`src/design/nnro_pkg.sv`:
```
`timescale 1ns / 1ps
// ----------------------------------------------------------------------------
// Nearest-neighbor route order: shared definitions
// Default sizes and the mode codes of the shared metric unit.
// ----------------------------------------------------------------------------
package nnro_pkg;

  localparam int NNRO_MAX_POINTS = 16;
  localparam int NNRO_COORD_BITS = 8;

  // Metric unit modes.
  localparam logic MODE_SUM  = 1'b0;  // x + y of the point itself
  localparam logic MODE_DIST = 1'b1;  // squared distance to the reference point

endpackage

```
`src/design/nnro_in_if.sv`:
```
`timescale 1ns / 1ps
// ----------------------------------------------------------------------------
// Nearest-neighbor route order: point input channel
// Valid/ready channel carrying one camera point and its end-of-set flag.
// ----------------------------------------------------------------------------
interface nnro_in_if
  import nnro_pkg::*;
#(
  parameter int W = NNRO_COORD_BITS
);
  logic         valid;
  logic         ready;
  logic [W-1:0] x;
  logic [W-1:0] y;
  logic         last;

  modport source (output valid, x, y, last, input ready);
  modport sink   (input valid, x, y, last, output ready);
endinterface

```
`src/design/nnro_out_if.sv`:
```
`timescale 1ns / 1ps
// ----------------------------------------------------------------------------
// Nearest-neighbor route order: route output channel
// Valid/ready channel carrying one ordered point and its end-of-route flag.
// ----------------------------------------------------------------------------
interface nnro_out_if
  import nnro_pkg::*;
#(
  parameter int W = NNRO_COORD_BITS
);
  logic         valid;
  logic         ready;
  logic [W-1:0] out_x;
  logic [W-1:0] out_y;
  logic         out_last;

  modport source (output valid, out_x, out_y, out_last, input ready);
  modport sink   (input valid, out_x, out_y, out_last, output ready);
endinterface

```
`src/design/nnro_ram.sv`:
```
`timescale 1ns / 1ps
// ----------------------------------------------------------------------------
// Nearest-neighbor route order: generic RAM
// One write port and one read port with registered read data.
// ----------------------------------------------------------------------------
module nnro_ram #(
  parameter int WIDTH = 16,
  parameter int DEPTH = 16,
  localparam int AW = (DEPTH > 1) ? $clog2(DEPTH) : 1
) (
  input  logic             clk,
  input  logic             wr_en,
  input  logic [AW-1:0]    wr_addr,
  input  logic [WIDTH-1:0] wr_data,
  input  logic [AW-1:0]    rd_addr,
  output logic [WIDTH-1:0] rd_data
);

  logic [WIDTH-1:0] mem [DEPTH];

  always_ff @(posedge clk) begin
    if (wr_en) begin
      mem[wr_addr] <= wr_data;
    end
    rd_data <= mem[rd_addr];
  end

endmodule

```
`src/design/nnro_metric.sv`:
```
`timescale 1ns / 1ps
// ----------------------------------------------------------------------------
// Nearest-neighbor route order: shared metric unit
// Two-stage pipeline giving either x+y or the squared distance to a
// reference point; index and point travel alongside the value.
// ----------------------------------------------------------------------------
module nnro_metric
  import nnro_pkg::*;
#(
  parameter int COORD_BITS = NNRO_COORD_BITS,
  parameter int IDX_W      = 4
) (
  input  logic                  clk,
  input  logic                  rst,
  input  logic                  mode,
  input  logic [COORD_BITS-1:0] ref_x,
  input  logic [COORD_BITS-1:0] ref_y,
  input  logic                  in_valid,
  input  logic [IDX_W-1:0]      in_idx,
  input  logic [COORD_BITS-1:0] in_x,
  input  logic [COORD_BITS-1:0] in_y,
  output logic                  out_valid,
  output logic [IDX_W-1:0]      out_idx,
  output logic [COORD_BITS-1:0] out_x,
  output logic [COORD_BITS-1:0] out_y,
  output logic [2*COORD_BITS:0] out_value
);

  logic [COORD_BITS-1:0]   dx;
  logic [COORD_BITS-1:0]   dy;
  logic [2*COORD_BITS-1:0] term_a_next;
  logic [2*COORD_BITS-1:0] term_b_next;

  logic                    s1_valid;
  logic [IDX_W-1:0]        s1_idx;
  logic [COORD_BITS-1:0]   s1_x;
  logic [COORD_BITS-1:0]   s1_y;
  logic [2*COORD_BITS-1:0] term_a;
  logic [2*COORD_BITS-1:0] term_b;

  always_comb begin
    dx = (in_x > ref_x) ? (in_x - ref_x) : (ref_x - in_x);
    dy = (in_y > ref_y) ? (in_y - ref_y) : (ref_y - in_y);
    if (mode == MODE_DIST) begin
      term_a_next = dx * dx;
      term_b_next = dy * dy;
    end else begin
      term_a_next = {{COORD_BITS{1'b0}}, in_x};
      term_b_next = {{COORD_BITS{1'b0}}, in_y};
    end
  end

  // Stage 1: squares (or raw coordinates); stage 2: the sum.
  always_ff @(posedge clk) begin
    if (rst) begin
      s1_valid  <= 1'b0;
      out_valid <= 1'b0;
    end else begin
      s1_valid  <= in_valid;
      out_valid <= s1_valid;
    end
    s1_idx    <= in_idx;
    s1_x      <= in_x;
    s1_y      <= in_y;
    term_a    <= term_a_next;
    term_b    <= term_b_next;
    out_idx   <= s1_idx;
    out_x     <= s1_x;
    out_y     <= s1_y;
    out_value <= {1'b0, term_a} + {1'b0, term_b};
  end

endmodule

```
`src/design/nearest_neighbor_route_order.sv`:
```
`timescale 1ns / 1ps
// ----------------------------------------------------------------------------
// Nearest-neighbor route order
// Collects camera points and emits them in greedy nearest-neighbor order.
// ----------------------------------------------------------------------------
// Points arrive one per transaction on the points channel and are taken one
// per cycle while the block is loading; up to MAX_POINTS are kept and any
// point beyond that is dropped. The transaction flagged last closes the set
// (it is stored too, if there is room). The block then drops ready and orders
// the set in place: the point with the smallest x+y moves to position 0, the
// earliest one winning ties, and then for each position i the nearest of the
// remaining points (squared Euclidean distance, earliest in current order
// winning ties) moves to position i+1. Every step is a scan through the point
// RAM, one read a cycle, into a single two-stage metric unit, followed by a
// swap: SWAP_A writes the chosen point to the position and SWAP_B writes
// the displaced point to where the chosen one was. The ordered points then
// leave on the route channel one transaction at a time, each read from the
// RAM and registered before it is offered, with out_last on the final one;
// after that handshake the block starts a new set.
// ----------------------------------------------------------------------------
module nearest_neighbor_route_order
  import nnro_pkg::*;
#(
  parameter int MAX_POINTS = NNRO_MAX_POINTS,
  parameter int COORD_BITS = NNRO_COORD_BITS
) (
  input logic       clk,
  input logic       rst,
  nnro_in_if.sink   points,
  nnro_out_if.source route
);

  localparam int IDX_W = $clog2(MAX_POINTS);
  localparam int CNT_W = $clog2(MAX_POINTS + 1);
  localparam int PT_W  = 2 * COORD_BITS;
  localparam int VAL_W = 2 * COORD_BITS + 1;
  localparam logic [CNT_W-1:0] CNT_MAX = CNT_W'(MAX_POINTS);
  localparam logic [CNT_W-1:0] CNT_ONE = CNT_W'(1);

  localparam logic [2:0] ST_LOAD      = 3'd0;
  localparam logic [2:0] ST_SCAN      = 3'd1;
  localparam logic [2:0] ST_SWAP_A    = 3'd2;
  localparam logic [2:0] ST_SWAP_B    = 3'd3;
  localparam logic [2:0] ST_EMIT_RD   = 3'd4;
  localparam logic [2:0] ST_EMIT_LD   = 3'd5;
  localparam logic [2:0] ST_EMIT_WAIT = 3'd6;

  logic [2:0]       state;
  logic [CNT_W-1:0] count;      // points held in the current set
  logic [CNT_W-1:0] start;      // position being filled by the current scan
  logic [CNT_W-1:0] issue_j;    // next RAM index read by the scan
  logic [CNT_W-1:0] k;          // emit position
  logic             seed;       // scan is the x+y seed pass
  logic [PT_W-1:0]  cur;        // point at the last filled position
  logic [PT_W-1:0]  best_pt;
  logic [PT_W-1:0]  first_pt;   // point originally at the filled position
  logic [IDX_W-1:0] best_idx;
  logic [VAL_W-1:0] best_val;
  logic             rd_valid;
  logic [IDX_W-1:0] rd_idx;
  logic             out_v;
  logic [COORD_BITS-1:0] out_x_r;
  logic [COORD_BITS-1:0] out_y_r;
  logic             out_last_r;

  logic             in_acc;
  logic             out_acc;
  logic             store_ok;
  logic             issue;
  logic             wr_en;
  logic [IDX_W-1:0] wr_addr;
  logic [PT_W-1:0]  wr_data;
  logic [IDX_W-1:0] rd_addr;
  logic [PT_W-1:0]  rd_data;
  logic [CNT_W-1:0] count_inc;
  logic [CNT_W-1:0] start_inc;
  logic [CNT_W-1:0] last_pos;

  logic                  m_valid;
  logic [IDX_W-1:0]      m_idx;
  logic [COORD_BITS-1:0] m_x;
  logic [COORD_BITS-1:0] m_y;
  logic [VAL_W-1:0]      m_value;
  logic                  m_first;

  assign points.ready   = (state == ST_LOAD);
  assign in_acc         = points.valid && points.ready;
  assign out_acc        = route.valid && route.ready;
  assign route.valid    = out_v;
  assign route.out_x    = out_x_r;
  assign route.out_y    = out_y_r;
  assign route.out_last = out_last_r;

  assign store_ok  = (count < CNT_MAX);
  assign count_inc = count + CNT_ONE;
  assign start_inc = start + CNT_ONE;
  assign last_pos  = count - CNT_ONE;
  assign issue     = (state == ST_SCAN) && (issue_j < count);
  assign m_first   = (m_idx == start[IDX_W-1:0]);

  // RAM write port: loading, then the two halves of each swap.
  always_comb begin
    wr_en   = 1'b0;
    wr_addr = count[IDX_W-1:0];
    wr_data = {points.x, points.y};
    unique case (state)
      ST_LOAD: begin
        wr_en = in_acc && store_ok;
      end
      ST_SWAP_A: begin
        wr_en   = 1'b1;
        wr_addr = start[IDX_W-1:0];
        wr_data = best_pt;
      end
      ST_SWAP_B: begin
        wr_en   = 1'b1;
        wr_addr = best_idx;
        wr_data = first_pt;
      end
      default: begin
        wr_en = 1'b0;
      end
    endcase
  end

  assign rd_addr = (state == ST_EMIT_RD) ? k[IDX_W-1:0] : issue_j[IDX_W-1:0];

  nnro_ram #(
    .WIDTH (PT_W),
    .DEPTH (MAX_POINTS)
  ) u_ram (
    .clk     (clk),
    .wr_en   (wr_en),
    .wr_addr (wr_addr),
    .wr_data (wr_data),
    .rd_addr (rd_addr),
    .rd_data (rd_data)
  );

  nnro_metric #(
    .COORD_BITS (COORD_BITS),
    .IDX_W      (IDX_W)
  ) u_metric (
    .clk       (clk),
    .rst       (rst),
    .mode      (seed ? MODE_SUM : MODE_DIST),
    .ref_x     (cur[PT_W-1:COORD_BITS]),
    .ref_y     (cur[COORD_BITS-1:0]),
    .in_valid  (rd_valid),
    .in_idx    (rd_idx),
    .in_x      (rd_data[PT_W-1:COORD_BITS]),
    .in_y      (rd_data[COORD_BITS-1:0]),
    .out_valid (m_valid),
    .out_idx   (m_idx),
    .out_x     (m_x),
    .out_y     (m_y),
    .out_value (m_value)
  );

  always_ff @(posedge clk) begin
    if (rst) begin
      state    <= ST_LOAD;
      count    <= '0;
      start    <= '0;
      issue_j  <= '0;
      k        <= '0;
      seed     <= 1'b0;
      rd_valid <= 1'b0;
      out_v    <= 1'b0;
    end else begin
      rd_valid <= issue;
      if (issue) begin
        issue_j <= issue_j + CNT_ONE;
      end
      unique case (state)
        ST_LOAD: begin
          if (in_acc) begin
            if (store_ok) begin
              count <= count_inc;
            end
            if (points.last) begin
              // Closing transaction: start the x+y seed pass at position 0.
              state   <= ST_SCAN;
              seed    <= 1'b1;
              start   <= '0;
              issue_j <= '0;
            end
          end
        end
        ST_SCAN: begin
          // The scan ends when the final index leaves the metric unit.
          if (m_valid && (m_idx == last_pos[IDX_W-1:0])) begin
            state <= ST_SWAP_A;
          end
        end
        ST_SWAP_A: begin
          state <= ST_SWAP_B;
        end
        ST_SWAP_B: begin
          seed  <= 1'b0;
          start <= start_inc;
          if (start_inc < count) begin
            state   <= ST_SCAN;
            issue_j <= start_inc;
          end else begin
            state <= ST_EMIT_RD;
            k     <= '0;
          end
        end
        ST_EMIT_RD: begin
          state <= ST_EMIT_LD;
        end
        ST_EMIT_LD: begin
          out_v <= 1'b1;
          state <= ST_EMIT_WAIT;
        end
        ST_EMIT_WAIT: begin
          if (out_acc) begin
            out_v <= 1'b0;
            if (out_last_r) begin
              count <= '0;
              state <= ST_LOAD;
            end else begin
              k     <= k + CNT_ONE;
              state <= ST_EMIT_RD;
            end
          end
        end
        default: begin
          state <= ST_LOAD;
        end
      endcase
    end
  end

  // Datapath registers without reset.
  always_ff @(posedge clk) begin
    rd_idx <= issue_j[IDX_W-1:0];
    if (m_valid) begin
      // Strict less-than keeps the earliest point on ties.
      if (m_first || (m_value < best_val)) begin
        best_val <= m_value;
        best_idx <= m_idx;
        best_pt  <= {m_x, m_y};
      end
      if (m_first) begin
        first_pt <= {m_x, m_y};
      end
    end
    if (state == ST_SWAP_B) begin
      cur <= best_pt;
    end
    if (state == ST_EMIT_LD) begin
      out_x_r    <= rd_data[PT_W-1:COORD_BITS];
      out_y_r    <= rd_data[COORD_BITS-1:0];
      out_last_r <= (k == last_pos);
    end
  end

  // Loading and emitting never overlap.
  a_no_overlap: assert property (@(posedge clk) disable iff (rst)
    !(points.ready && route.valid))
    else $error("input ready while a route transaction is pending");

  a_count_bound: assert property (@(posedge clk) disable iff (rst)
    count <= CNT_MAX)
    else $error("point count beyond capacity");

  a_metric_in_set: assert property (@(posedge clk) disable iff (rst)
    m_valid |-> ({1'b0, m_idx} < {1'b0, count}))
    else $error("metric result for an index outside the set");

  a_set_closes: assert property (@(posedge clk) disable iff (rst)
    (out_acc && route.out_last) |=> (count == '0 && points.ready))
    else $error("set not cleared after the final route transaction");

  a_emit_nonempty: assert property (@(posedge clk) disable iff (rst)
    (state == ST_EMIT_RD) |-> (count != '0 && k < count))
    else $error("emit position outside the set");

endmodule

```
`src/flat_wrapper.sv`:
```
// flat-port wrapper written by rule: the top's interface ports become plain ports
module nearest_neighbor_route_order_flat import nnro_pkg::*;
#(
  parameter int MAX_POINTS = NNRO_MAX_POINTS,
  parameter int COORD_BITS = NNRO_COORD_BITS
)
  (clk, rst, points_valid, points_x, points_y, points_last, points_ready, route_valid, route_out_x, route_out_y, route_out_last, route_ready);
  nnro_in_if #(.W(COORD_BITS)) points_i ();
  nnro_out_if #(.W(COORD_BITS)) route_i ();
  input logic clk;
  input logic rst;
  input wire logic [$bits(points_i.valid)-1:0] points_valid;
  input wire logic [$bits(points_i.x)-1:0] points_x;
  input wire logic [$bits(points_i.y)-1:0] points_y;
  input wire logic [$bits(points_i.last)-1:0] points_last;
  output wire logic [$bits(points_i.ready)-1:0] points_ready;
  output wire logic [$bits(route_i.valid)-1:0] route_valid;
  output wire logic [$bits(route_i.out_x)-1:0] route_out_x;
  output wire logic [$bits(route_i.out_y)-1:0] route_out_y;
  output wire logic [$bits(route_i.out_last)-1:0] route_out_last;
  input wire logic [$bits(route_i.ready)-1:0] route_ready;
  assign points_i.valid = points_valid;
  assign points_i.x = points_x;
  assign points_i.y = points_y;
  assign points_i.last = points_last;
  assign points_ready = points_i.ready;
  assign route_valid = route_i.valid;
  assign route_out_x = route_i.out_x;
  assign route_out_y = route_i.out_y;
  assign route_out_last = route_i.out_last;
  assign route_i.ready = route_ready;
  nearest_neighbor_route_order #(.MAX_POINTS(MAX_POINTS), .COORD_BITS(COORD_BITS)) u_core (.clk(clk), .rst(rst), .points(points_i), .route(route_i));
endmodule
```
`config.mk`:
```
export PLATFORM = sky130hd
export DESIGN_NAME = nearest_neighbor_route_order_flat
export DESIGN_NICKNAME = d
export VERILOG_FILES = /design/src/design/nnro_pkg.sv /design/src/design/nnro_in_if.sv /design/src/design/nnro_out_if.sv /design/src/design/nnro_ram.sv /design/src/design/nnro_metric.sv /design/src/design/nearest_neighbor_route_order.sv /design/src/flat_wrapper.sv
export SDC_FILE = /design/constraint.sdc
export NUM_CORES = 1
export LEC_CHECK = 0
export BUFFER_PORTS_ARGS = -buffer_cell sky130_fd_sc_hd__buf_2
export CELL_PAD_IN_SITES_DETAIL_PLACEMENT = 0
export CELL_PAD_IN_SITES_GLOBAL_PLACEMENT = 2
export CORE_ASPECT_RATIO = 1.25
export CORE_UTILIZATION = 41
export CTS_CLUSTER_SIZE = 8
export DETAILED_ROUTE_END_ITERATION = 6
export GPL_TIMING_DRIVEN = 0
export MAX_ROUTING_LAYER = met4
export PLACE_DENSITY = 0.87
export RECOVER_POWER = 25
export SYNTH_ARGS = -nofsm -noshare
export SYNTH_HDL_FRONTEND = slang
export SYNTH_SLANG_ARGS = --single-unit
```
`constraint.sdc`:
```
create_clock -name clk -period 5.9 [get_ports clk]
set_input_delay 0 -clock clk [delete_from_list [all_inputs] [get_ports clk]]
set_output_delay 0 -clock clk [all_outputs]
set_load 0.05 [all_outputs]
```
==> out/metrics.yaml, run 1 <==
finish:
  final_layout_size_suffix_gt1_share_pct: 24.0
  final.fill_count: 4641
  area_growth_pct: 22.4
  num_antenna_cells: 0
  fin_nets: 2115
setup_path:
  worstPathRequired_ps: 6360
  critical_path_class: "reg2reg"
  worstSetupEndpointType: "flip-flop"
  r2r-end: "u_core.u_metric.term_b[14]"
  cp-endpoint: "u_core.u_metric.term_b[14]"
  worstPathArrival_ps: 6420
  crit_chain: "inv_4, ha_4, inv_2, fa_2, nand3_2, a21oi_2, o41ai_4, buf_6, mux2i_4, xor2_4, buf_4, or2_2, fa_1, inv_2, fa_1, fa_1, inv_1, fa_1, inv_2, ha_4, a31o_4, a311oi_4, xor2_2, nor2_1"
  critPathMaxFanout: 5
  rrSetupSlack_ps: -70
  r2r_start: "u_core.u_ram.rd_data[0]"
  crit_top_cell: "fa_1"
  worstSetupStartpoint: "u_core.u_ram.rd_data[0]"
  slowest_stage: "fa_1"
  reg2reg_depth: 24
  crit_path_start_kind: "flip-flop"
  critPathMaxStageDelay_ps: 510
place:
  io_buffer_count: 38
  hpwl_um: 35700
  routabilityCongestion: 0.829
sta:
  finClkSkew_ps: 39.0
  holdWs_ps: 30.1
  setup_tns_ps: -91.5
  grt_setup_unrepaired: "true"
  setup_viol: 2
  slew_viol_final: 0
  fin_ws_ps: -67.5
  fmax_ghz: 0.168
  tightest_slew_ps: 1180
  slew_headroom_pct: 20.6
  period_needed_ps: 5970
  finalCritPeriodShare_pct: 101
  hold_viol: 0
die:
  rows: 96
  die_y_um: 266
  io_pins: 40
  core-area_um2: 55000
  die_x_um: 213
  start_util_pct: 41.6
  die_area_um2: 56700
routing:
  route.detailed.drc: 0
  vias_per_cell: 5.17
  drt_iter0_drc: 788
  num_vias: 13846
  firstDrtPassIters: 5
  antenna_left: 0
  wl_per_cell_um: 18.9
  drt_wl_total_um: 50600
run:
  maxCapViolCount: 0
synth:
  synthFlopType: "edfxtp_1"
  ys_ff_latch: 479
  synth_most_common_cell: "edfxtp_1"
  yosysUniqueCellTypes: 71
  syn_area_um2: 22900
  synth_top_area_share_pct: 44.9
  yosysWarnings: 0
  synthArstFlopShare_pct: 0
  syn-num-nets: 1885
  yosysSeqAreaShare_pct: 56.9
  synth_largest_area_cell: "edfxtp_1"
  synth.area.top_cells: "edfxtp_1 45%, dfxtp_1 12%, ha_1 7.4%, fa_1 4.8%, mux4_2 4.5%"
  synth_area_per_cell_um2: 13.7
  synth_edf_count: 342
  synthTopCellsByCount: "342 x edfxtp_1, 155 x inv_1, 137 x dfxtp_1, 135 x ha_1, 114 x nor2_1"
  synthCells: 1674
cts:
  clk_latency_ps: 620
  cts_buffer_depth: 3
  root_buffer: "clkbuf_16"
  clock-sinks: 479
  htreeDepth: 3
  cts_buffers: 70
  path_clk_slew_ps: 50
  cts_tree: "done"
global_routing:
  grt_overflow: 0
  antenna_found_initial: 0
  grt_usage_pct: 18.9
  grt_pass1_wl_um: 79400
  first_global_vias: 14542
  grt_max_degree: 23
pwr:
  p_per_area_nw_per_um2: 629
  intPower_mw: 10.9
  comb_power_share_pct: 55.3
  sequentialPowerShare_pct: 23.5
  leakage_nw: 10.9
  vdd_drop_max_mv: 0.808
  power_switching_mw: 6.69
  switching_share_pct: 38.1
  clkPwrFrac_pct: 21.2
outcome:
  status: "finished, violations left"
  failed_checks: "setup timing"
worst_hold_path:
  hold_class: "in2reg"
==> sequential cells by signal, summed over array words and instances (netlist names), 4 cells and up <==
| register | count |
|---|---|
| u_core.route.out_y | 8 |
| u_core.u_metric.s1_idx | 4 |
| u_core.u_metric.s1_x | 8 |
| u_core.u_metric.out_idx | 4 |
| u_core.route.out_x | 8 |
| u_core.u_metric.s1_y | 8 |
| u_core.u_ram.mem | 256 |
| u_core.rd_idx | 4 |
| u_core.count | 5 |
| u_core.best_idx | 4 |
| u_core.u_metric.out_x | 8 |
| u_core.best_val | 17 |
| u_core.first_pt | 16 |
| u_core.u_ram.rd_data | 16 |
| u_core.u_metric.term_a | 16 |
| u_core.start | 5 |
| u_core.u_metric.out_value | 17 |
| u_core.best_pt | 16 |
| u_core.u_metric.term_b | 16 |
| u_core.issue_j | 5 |
| u_core.k | 5 |
| u_core.cur | 16 |
| u_core.u_metric.out_y | 8 |
==> timing repair <==
action | CTS | global route
hold buffers | 13 | 4
resized for setup | 113 | 63
hold endpoints to repair | 89 | 8
setup buffers | 48 | 27
setup endpoints to repair | 17 | 14
pin swaps | 50 | 74
==> kinds of logic (layout without fill, tap and decap cells) <==
group	after synthesis	after routing	share of synthesized area, %
adder cells (fa/ha/maj)	190	190	12.2
AND/OR/NAND/NOR	348	348	7.08
XOR/XNOR	82	82	3.44
flip-flops	479	479	56.9
buffers and inverters	217	487	4.18
multiplexers	110	110	8.69
AO/OA/AOI/OAI	248	248	7.49
==> layout by cell type (no fill, tap or decap), types with 18 or more instances in the layout <==
master,count
mux2i_1,31
buf_2,47
buf_8,20
o21ai_0,21
mux4_2,46
xor2_1,26
nor3_1,20
clkbuf_16,72
a31oi_1,30
dfxtp_1,130
nor2_1,91
ha_1,122
nor2_2,21
clkbuf_1,56
inv_1,139
mux4_1,18
a21oi_1,45
xnor2_1,41
buf_6,22
fa_1,46
buf_4,80
a21o_1,41
edfxtp_1,342
nand2_1,102
==> worst min-delay path by stage <==
stage | slack [ps] | endpoint | from | cells past startpoint
5_1_grt | 20 | u_core.u_ram.mem[3][10] | points_x[2] | 4
3_5_place_dp | 310 | u_core.u_metric.out_idx[1] | u_core.u_metric.s1_idx[1] | 0
4_1_cts | 10 | u_core.u_ram.mem[9][3] | points_y[3] | 3
3_3_place_gp | 310 | u_core.u_metric.out_x[7] | u_core.u_metric.s1_x[7] | 0
6_report | 30 | u_core.u_ram.mem[0][10] | points_x[2] | 4
2_1_floorplan | 260 | u_core.state[1] | route_ready | 3
==> critical path, delay by kind of cell, from the launching register on <==
family,cells,cell delay (ps)
adder cells (fa/ha/maj),7,2700
AO/OA/AOI/OAI,4,980
buffers and inverters,7,600
AND/OR/NAND/NOR,3,440
XOR/XNOR,2,410
flip-flops,1,360
multiplexers,1,300
==> layout make-up <==
type                       count  area [µm²]  area share, %
clock inverter                 7         144          0.514
clock buffer                 105        1930           6.88
inverter                     158         601           2.15
timing repair buffer         160        1340           4.77
sequential                   479       13000           46.6
tap                          735         920           3.29
multi-input combinational    978        9640           34.4
buffer                        57         380           1.36
==> through the flow <==
step / util [%] / cells / area (µm²) / worst slack (ps) / total power, mW
after floorplan: - / 1674 / 22900 / 1.30 / 10.0
after global placement: 43.6 / 2447 / 24000 / -1100 / 11.5
after detailed placement: 44.3 / 2475 / 24400 / -1170 / 11.6
after CTS: 50.0 / 2647 / 27500 / -164 / 16.9
after global routing: 50.9 / 2679 / 28000 / -310 / 19.0
final: 50.9 / 2679 / 28000 / -67.5 / 17.6
==> power groups by stage <==
stage	combinational [mW]	clock (mW)	sequential [mW]
after floorplan	5.86	0	4.14
after detailed placement	7.41	0	4.21
final	9.73	3.72	4.14
after global routing	10.9	3.94	4.16
after global placement	7.33	0	4.20
after CTS	8.98	3.79	4.15
==> routing by layer <==
layer	global-route usage (%)	vias to the layer above	part of all wire, %
met5	-	-	0
met4	6.35	0	2.5
met3	3.21	101	4.2
met2	33.8	296	54
met1	21.2	6932	40
li1	-	6517	-
Power figures use the tool's default switching activity.
==> run 2, diff against run 1 <==
--- a/config.mk
+++ b/config.mk
@@ -9,13 +9,15 @@
 export CELL_PAD_IN_SITES_DETAIL_PLACEMENT = 0
 export CELL_PAD_IN_SITES_GLOBAL_PLACEMENT = 2
 export CORE_ASPECT_RATIO = 1.25
-export CORE_UTILIZATION = 41
+export CORE_UTILIZATION = 40
+export CTS_BUF_LIST = sky130_fd_sc_hd__clkbuf_16
 export CTS_CLUSTER_SIZE = 8
 export DETAILED_ROUTE_END_ITERATION = 6
 export GPL_TIMING_DRIVEN = 0
 export MAX_ROUTING_LAYER = met4
-export PLACE_DENSITY = 0.87
+export PLACE_DENSITY = 0.85
 export RECOVER_POWER = 25
+export SKIP_LAST_GASP = 1
 export SYNTH_ARGS = -nofsm -noshare
 export SYNTH_HDL_FRONTEND = slang
 export SYNTH_SLANG_ARGS = --single-unit
==> run 2 against run 1 <==
Effect of this change:
- non-clock buffer count increased by 3
- flip-flop and latch count unchanged
- final area increased by 0.34%
- critical path depth increased by 1
- critical path type unchanged
- combinational power increased by 6%
- via count increased by 0.96%
- the run ends with hold timing, setup timing left
==> out/metrics.yaml, run 2 (same netlist as run 1, synthesis figures left out) <==
outcome:
  status: "finished, violations left"
  failed_checks: "hold timing, setup timing"
global_routing:
  first_global_vias: 14629
  grt_pass1_wl_um: 81300
  grt_overflow: 0
  grt_usage_pct: 18.8
  grt_max_degree: 23
  antenna_found_initial: 0
routing:
  antenna_left: 0
  vias_per_cell: 5.19
  num_vias: 13979
  drt_iter0_drc: 692
  route.detailed.drc: 0
  firstDrtPassIters: 5
  drt_wl_total_um: 52700
  wl_per_cell_um: 19.6
setup_path:
  critPathMaxFanout: 7
  worstSetupEndpointType: "flip-flop"
  crit_path_start_kind: "flip-flop"
  worstPathRequired_ps: 6360
  rrSetupSlack_ps: -50
  worstPathArrival_ps: 6410
  critical_path_class: "reg2reg"
sta:
  period_needed_ps: 5950
  setup_viol: 3
  fin_ws_ps: -53.5
  finalCritPeriodShare_pct: 101
  slew_viol_final: 0
  tightest_slew_ps: 1290
  slew_headroom_pct: 13.0
  hold_viol: 2
  finClkSkew_ps: 27.7
  grt_setup_unrepaired: "true"
  fmax_ghz: 0.168
  holdWs_ps: -0.671
finish:
  reg.largest.list: "u_core.u_ram.mem x256, u_core.best_val x17, u_core.u_metric.out_value x17"
  fin_nets: 2119
  area_growth_pct: 22.8
  largest_register: "u_core.u_ram.mem"
  final_common_cell: "edfxtp_1"
  fin_util_pct: 49.8
  largest_register_ffs: 256
  final_layout_size_suffix_gt1_share_pct: 23.5
  multiInputGateArea_um2: 9670
  final.fill_count: 4805
  num_antenna_cells: 0
  ff_latch_area_um2: 13000
  fin_cells: 2694
  layout_common_cells: "342 x edfxtp_1, 171 x inv_1, 128 x dfxtp_1"
cts:
  cts_buffers: 70
  root_buffer: "clkbuf_16"
  htreeDepth: 3
  cts_buffer_depth: 3
  cts_tree: "done"
  path_clk_slew_ps: 50
  clock-sinks: 479
  clk_latency_ps: 610
place:
  placed_cells: 2478
  hpwl_um: 36500
  io_buffer_count: 38
  routabilityCongestion: 0.836
  dp_slack_ps: -1240
worst_hold_path:
  hold_class: "in2reg"
die:
  die_area_um2: 58100
  core-area_um2: 56300
  rows: 97
  io_pins: 40
  start_util_pct: 40.6
  die_y_um: 269
  die_x_um: 216
pwr:
  p_per_area_nw_per_um2: 645
  leakage_nw: 11.1
  totalPowerFinal_mw: 18.1
  vdd_drop_max_mv: 0.829
run:
  maxCapViolCount: 0
## run 2: path summary, 6_finish.rpt
path | from | depth (start not counted) | endpoint
min | points_x[5] | 4 | u_core.u_ram.mem[11][13]
max | u_core.u_ram.rd_data[10] | 25 | u_core.u_metric.term_a[15]
max reg2reg | u_core.u_ram.rd_data[10] | 25 | u_core.u_metric.term_a[15]
min reg2reg | u_core.u_metric.s1_x[7] | 0 | u_core.u_metric.out_x[7]
## run 2: critical path: stages, from the launching register on
cell and delay (ps):
dfxtp_1 500, inv_2 80, ha_1 310, buf_6 130, buf_12 130, nand4_1 80
o22ai_2 110, buf_4 150, or2_2 310, a21oi_4 190, xor2_4 290, or2_4 190
inv_2 40, fa_2 470, fa_2 580, inv_2 40, fa_2 560, fa_1 420
inv_2 80, ha_4 200, o21a_1 110, a21oi_2 220, a21oi_4 90, a311oi_2 310
o21a_1 170, nor3_1 40
## run 2: per-layer routing
| layer | GRT usage [%] | routed length (µm) | up-vias |
|---|---|---|---|
| li1 | - | - | 6515 |
| met1 | 20.4 | 20300 | 7050 |
| met2 | 34.3 | 28600 | 302 |
| met3 | 2.57 | 2130 | 112 |
| met4 | 7.33 | 1670 | 0 |
| met5 | - | 0 | - |
## run 2: layout make-up
| class | instances | share of cell area, % |
|---|---|---|
| well taps | 742 | 3.31 |
| inverters | 158 | 2.14 |
| multi-input cells | 979 | 34.5 |
| plain buffers | 58 | 1.36 |
| clock inverters | 44 | 1.10 |
| repair buffers | 162 | 4.76 |
| flip-flops and latches | 479 | 46.5 |
| clock buffers | 72 | 6.42 |
## run 2: timing repair
| item | 4_1_cts | 5_1_grt |
|---|---|---|
| hold buffers | 11 | 2 |
| gates resized for setup | 122 | 70 |
| setup endpoints to repair | 18 | 15 |
| buffers inserted | 58 | 28 |
| pin swaps | 60 | 77 |
| hold endpoints to repair | 102 | 2 |
| gates cloned | 1 | 0 |
## run 2: where the power goes
part	internal (mW)	total, mW	switching, mW
sequential	4.01	4.14	0.131
clock	2.25	3.71	1.46
combinational	4.89	10.3	5.36
## run 2: per-stage QoR
stage / cell area [µm²] / TNS [ps]
finish: 28100 / -59.8
global route: 28100 / -1260
CTS: 27600 / -325
detailed placement: 24400 / -11690
global placement: 24000 / -36330
floorplan: 22900 / 0
